$ cat src/rtl/fgn_pkg.sv
`timescale 1ns / 1ps
// ----------------------------------------------------------------------------
// fgn_pkg
// Shared types, widths and constant tables of the fractal gradient noise block.
// ----------------------------------------------------------------------------
package fgn_pkg;

    localparam int PERM_SIZE_DEF   = 256;
    localparam int MAX_OCTAVES_DEF = 8;

    localparam int COORD_W   = 16;
    localparam int FREQ_W    = 24;
    localparam int PROD_W    = COORD_W + FREQ_W;
    localparam int SHIFT_W   = PROD_W + 16;
    localparam int INT_LSB   = 24;
    localparam int FRAC_W    = 16;
    localparam int PERM_W    = 8;
    localparam int PERS_W    = 16;
    localparam int OCT_W     = 4;
    localparam int CFG_IDX_W = 2;
    localparam int AMP_W     = 17;
    localparam int GC_W      = 18;
    localparam int DOT_W     = 20;
    localparam int BL_W      = 22;
    localparam int CURVE_W   = 17;
    localparam int WT_W      = 17;
    localparam int COS_FR_W  = 12;
    localparam int COS_PR_W  = 25;
    localparam int ACC_W     = 28;
    localparam int OUT_W     = 24;

    localparam int FRONT_STAGES = 3;
    localparam int CELL_STAGES  = 10;

    localparam logic [AMP_W-1:0] AMP_ONE = AMP_W'(65536);
    localparam logic signed [GC_W-1:0] GRAD_ONE  = GC_W'(65536);
    localparam logic signed [GC_W-1:0] GRAD_DIAG = GC_W'(46341);

    localparam logic signed [ACC_W-1:0] ACC_HI = ACC_W'(1048575);
    localparam logic signed [ACC_W-1:0] ACC_LO = -ACC_W'(1048576);
    localparam logic signed [OUT_W-1:0] OUT_MAX = OUT_W'(8388607);
    localparam logic signed [OUT_W-1:0] OUT_MIN = OUT_W'(8388608);

    // Weight (1 - cos(pi*c)) / 2 sampled at sixteenths, Q1.16.
    localparam logic [WT_W-1:0] COS_WEIGHT [17] = '{
        17'd0,     17'd630,   17'd2494,  17'd5522,  17'd9598,  17'd14563,
        17'd20228, 17'd26375, 17'd32768, 17'd39161, 17'd45308, 17'd50973,
        17'd55938, 17'd60014, 17'd63042, 17'd64906, 17'd65536
    };

    typedef enum logic [CFG_IDX_W-1:0] {
        REG_OCTAVES = 2'd0,
        REG_PERSIST = 2'd1,
        REG_INTERP  = 2'd2,
        REG_FREQ    = 2'd3
    } cfg_reg_t;

    typedef struct packed {
        logic [OCT_W-1:0]  octave_count;
        logic [PERS_W-1:0] persistence;
        logic              interp_mode;
        logic [FREQ_W-1:0] base_frequency;
    } cfg_t;

    // One beat travelling down the octave chain.
    typedef struct packed {
        logic                    valid;
        logic                    eval;
        logic [PERM_W-1:0]       widx;
        logic [PERM_W-1:0]       wval;
        logic [PROD_W-1:0]       px;
        logic [PROD_W-1:0]       py;
        logic [AMP_W-1:0]        amp;
        logic signed [ACC_W-1:0] acc;
    } beat_t;

    function automatic logic signed [GC_W-1:0] grad_x(input logic [2:0] g);
        logic signed [GC_W-1:0] v;
        unique case (g)
            3'd0: v = GRAD_ONE;
            3'd1: v = GRAD_DIAG;
            3'd2: v = '0;
            3'd3: v = -GRAD_DIAG;
            3'd4: v = -GRAD_ONE;
            3'd5: v = -GRAD_DIAG;
            3'd6: v = '0;
            3'd7: v = GRAD_DIAG;
        endcase
        return v;
    endfunction

    function automatic logic signed [GC_W-1:0] grad_y(input logic [2:0] g);
        logic signed [GC_W-1:0] v;
        unique case (g)
            3'd0: v = '0;
            3'd1: v = GRAD_DIAG;
            3'd2: v = GRAD_ONE;
            3'd3: v = GRAD_DIAG;
            3'd4: v = '0;
            3'd5: v = -GRAD_DIAG;
            3'd6: v = -GRAD_ONE;
            3'd7: v = -GRAD_DIAG;
        endcase
        return v;
    endfunction

endpackage

$ cat src/rtl/fgn_front.sv
`timescale 1ns / 1ps
// ----------------------------------------------------------------------------
// fgn_front
// Scales the coordinate by the base frequency and reduces the integer cell
// modulo the table size, one byte of the cell per stage.
// ----------------------------------------------------------------------------
module fgn_front #(
    parameter int PERM_SIZE = fgn_pkg::PERM_SIZE_DEF,
    localparam int PIDX_W = $clog2(PERM_SIZE)
) (
    input  logic                        clk,
    input  logic                        rst_n,
    input  logic                        accept,
    input  logic                        op,
    input  logic [fgn_pkg::COORD_W-1:0] coord_x,
    input  logic [fgn_pkg::COORD_W-1:0] coord_y,
    input  logic [fgn_pkg::PERM_W-1:0]  perm_index,
    input  logic [fgn_pkg::PERM_W-1:0]  perm_value,
    input  logic [fgn_pkg::FREQ_W-1:0]  base_frequency,
    output fgn_pkg::beat_t              beat_out,
    output logic [PIDX_W-1:0]           res_x,
    output logic [PIDX_W-1:0]           res_y
);

    // Shifts eight more bits into a residue, reducing after each bit.
    function automatic logic [PIDX_W-1:0] fold8(input logic [PIDX_W-1:0] r_in,
                                                input logic [7:0] bits);
        logic [PIDX_W:0]   t;
        logic [PIDX_W-1:0] r;
        r = r_in;
        for (int i = 7; i >= 0; i--)
        begin
            t = {r, bits[i]};
            if (t >= (PIDX_W+1)'(PERM_SIZE))
            begin
                t = t - (PIDX_W+1)'(PERM_SIZE);
            end
            r = t[PIDX_W-1:0];
        end
        return r;
    endfunction

    fgn_pkg::beat_t b1_reg, b1_next, b2_reg;
    logic [PIDX_W-1:0] rx2_reg, ry2_reg, rx3_reg, ry3_reg;
    fgn_pkg::beat_t b3_reg;

    always_comb
    begin
        b1_next       = '0;
        b1_next.valid = accept;
        b1_next.eval  = op;
        b1_next.widx  = perm_index;
        b1_next.wval  = perm_value;
        b1_next.px    = coord_x * base_frequency;
        b1_next.py    = coord_y * base_frequency;
        b1_next.amp   = fgn_pkg::AMP_ONE;
        b1_next.acc   = '0;
    end

    always_ff @(posedge clk or negedge rst_n)
    begin
        if (!rst_n)
        begin
            b1_reg <= '0;
            b2_reg <= '0;
            b3_reg <= '0;
        end
        else
        begin
            b1_reg <= b1_next;
            b2_reg <= b1_reg;
            b3_reg <= b2_reg;
        end
    end

    always_ff @(posedge clk)
    begin
        rx2_reg <= fold8('0, b1_reg.px[39:32]);
        ry2_reg <= fold8('0, b1_reg.py[39:32]);
        rx3_reg <= fold8(rx2_reg, b2_reg.px[31:24]);
        ry3_reg <= fold8(ry2_reg, b2_reg.py[31:24]);
    end

    assign beat_out = b3_reg;
    assign res_x    = rx3_reg;
    assign res_y    = ry3_reg;

endmodule

$ cat config.mk
export PLATFORM = sky130hd
export DESIGN_NAME = fgn_front
export DESIGN_NICKNAME = d
export VERILOG_FILES = /design/src/rtl/fgn_pkg.sv /design/src/rtl/fgn_front.sv
export SDC_FILE = /design/constraint.sdc
export NUM_CORES = 2
export LEC_CHECK = 0
export BUFFER_PORTS_ARGS = -buffer_cell sky130_fd_sc_hd__buf_4
export CAP_MARGIN = 20
export CORE_UTILIZATION = 46
export CTS_BUF_LIST = sky130_fd_sc_hd__clkbuf_16
export DETAILED_ROUTE_END_ITERATION = 10
export PLACE_DENSITY = 0.72
export SYNTH_ARGS = -nofsm -noshare
export SYNTH_HDL_FRONTEND = slang
export SYNTH_SLANG_ARGS = --single-unit
$ cat constraint.sdc
create_clock -name clk -period 1.1 [get_ports clk]
set_input_delay 0.165 -clock clk [delete_from_list [all_inputs] [get_ports clk]]
set_output_delay 0.165 -clock clk [all_outputs]
set_load 0.01 [all_outputs]
==> results_dict.tcl <==
set metrics [dict create \
    clock_latency_ns 0.55 \
    slew-limit-headroom_pct 56.28 \
    cts.sinks 313 \
    hold_class "input pin to async pin" \
    violations "negative setup slack" \
    dp_cells 4645 \
    num_antenna_cells 0 \
    clk_pin_slew_ns 0.08 \
    grt_usage_pct 22.29 \
    post-route-min-period_ns 5.286 \
    synth-edff-count 0 \
    drt-initial-drc-count 1257 \
    fp.dieArea_mm2 0.07242 \
    cts_root_buffer "clkbuf_16" \
    postRouteAntennaNets 0 \
    synthTopCellsByArea "fa_1, dfrtp_1, ha_1, inv_1, and2_1" \
    synth-seq-cells 313 \
    slew_violations 0 \
    yosysSeqAreaShare_pct 23.62 \
    critPathCaptureType "flip-flop" \
    avgRoutedWirePerCell_um 16.04 \
    worstMarginPinSlew_ns 0.6489 \
    hpwlAfterDp_mm 60.43 \
    mappedNetlistArea_mm2 0.03282 \
    die_h_um 269.1 \
    stdcell_count 4828 \
    vias 23680 \
    max_freq_mhz 189.2 \
    ys.flop_type "dfrtp_1" \
    final.period_utilization_pct 480.6 \
    finalClockSkew_ns 0.02435 \
    path_depth 22 \
    max_cap_violations 0 \
    status "finished with violations" \
    grt_max_degree 60 \
    totalWireLength_mm 77.42 \
    reg2reg_depth 0 \
    syn_to_final_growth_pct 33.34 \
    cp-start-kind "input pin" \
    wl_met3_mm 4.292 \
    io_pins 235 \
    core_mm2 0.07027 \
    grt_pass1_vias 25783 \
    top_layer "met4" \
    route.detailed.drc 0 \
    portBuffers 190 \
    required_ns 1.54 \
    die_w_um 269.1 \
    max_stage_delay_ns 0.56 \
    cp_top_family "adder cells" \
    cp_max_fo 5 \
    cp_cell_sequence "buf_16 > buf_12 > buf_8 > and2_4 > fa_1 > inv_2 > fa_1 > inv_2 > fa_1 > fa_1 > fa_1 > inv_2 > fa_1 > inv_2 > ha_4 > a21o_1 > o41ai_4 > buf_4 > a31oi_4 > a31oi_4 > o21ai_2 > o311a_1" \
    dr.pass1.iters 7 \
    rsz0062_at_grt "true" \
    critical_path_class "input pin to flip-flop" \
    vias_per_cell 4.905 \
    setup_viol 189 \
    cp-startpoint "base_frequency[12]" \
    clock_path_buffers 3 \
    synth_cells 3242 \
    syn_area_per_cell_um2 10.12 \
    cts_tree "done" \
    grt_pass1_wl_mm 130.0 \
    yosys.area.top_type "fa_1" \
    pre_cts_ws_ns -4.851 \
    start_util_pct 46.71 \
    overflow 0 \
    numCtsBuffers 34 \
    gp_routability_congestion 0.8996 \
    setup_ws_ns -4.186 \
    h-tree-depth 2 \
    drive_gt1_share_pct 30.14 \
    final_nets 4775 \
    grt_antenna_before_repair 0 \
    wl_met2_mm 38.61 \
    critPathSlowestCell "fa_1" \
    synthArstFlopShare_pct 94.89 \
    ys_types 63 \
    rows 97 \
    critPathArrivalTime_ns 5.73 \
    met1_length_mm 32.54 \
    crit_top_cell "fa_1" \
    r2r_start "b2_reg[115]" \
    path_buf_inv 8 \
    yosys_warnings 0 \
    finalHoldViolCount 0 \
    netlist.area_leader.share_pct 37.33 \
]
[synth_stat cells, types with 25 or more instances]
library cell  count
a21o_1           50
clkbuf_1        151
fa_1            612
a21oi_1          64
dfrtp_1         297
xor2_1           25
inv_1           686
and2_1          324
nor2_1           33
ha_1            224
buf_4            44
o21ai_0          28
xnor2_1          47
nand2_1         487
[per-layer routing]
metal  GRT usage, %  up-vias
li1               -    10691
met1          30.09    12252
met2          37.72      609
met3          3.037      128
met4          6.015        0
met5              0        -
[layout by cell type (no fill, tap or decap), types with 36 or more instances in the layout]
cell       count
a21o_1        50
and2_1       259
and2_4        65
buf_12        45
buf_4        425
buf_6        216
clkbuf_16     36
conb_1        45
dfrtp_1      297
fa_1         586
ha_1         166
ha_4          54
inv_1        627
inv_2         67
nand2_1      457
[area by class of cell]
class                      count  area, um^2
clock buffer                  34       850.8
clock inverter                27       241.5
fill                        5562       26510
inverter                     686        2575
multi-input combinational   2089       23750
sequential                   313        7772
tap                          940        1176
timing repair buffer         739        7392
[final timing paths]
path / end / slack, ns
worst max-delay path: b1_reg[121] / -4.19
worst min-delay path: beat_out[88] / 0.07
worst max register to register: beat_out[115] / 0.58
worst min register to register: beat_out[123] / 0.33
max in group asynchronous: b1_reg[61] / 0.45
min in group clk: b1_reg[85] / 0.07
[metrics by stage]
step                      util [%]  area, um^2  hold slack (ns)  TNS, ns
after detailed placement     55.30       38860          0.02543  -299.29
final                        62.28       43760          0.06722  -257.94
after global placement       55.30       38860          0.02666  -296.37
after global routing         62.28       43760          0.06810  -273.15
after floorplan                  -       34470          -0.1306  -261.22
after CTS                    60.56       42560          0.04028  -258.86
[cell families (layout without fill, tap and decap cells)]
family          count (synthesis)  after routing  synth area share [%]
compound gates                222            222                 4.506
xor+xnor                       72             72                 1.921
fa+ha+maj                     836            836                 45.87
buf+inv                       883           1486                 10.61
flops                         313            313                 23.62
mux                             1              1               0.03050
other cells                     2             45               0.02288
simple gates                  913            913                 13.42
[timing repair]
item,CTS,global route
hold buffers,19,0
gates cloned,5,2
buffers inserted,78,34
gates resized for setup,414,259
pin swaps,190,120
endpoints found under the setup margin,189,189
endpoints found under the hold margin,315,0
Power is left out: the tool's default activity adds up to more than one toggle a clock period on the data nets, which glitch-free logic cannot reach.
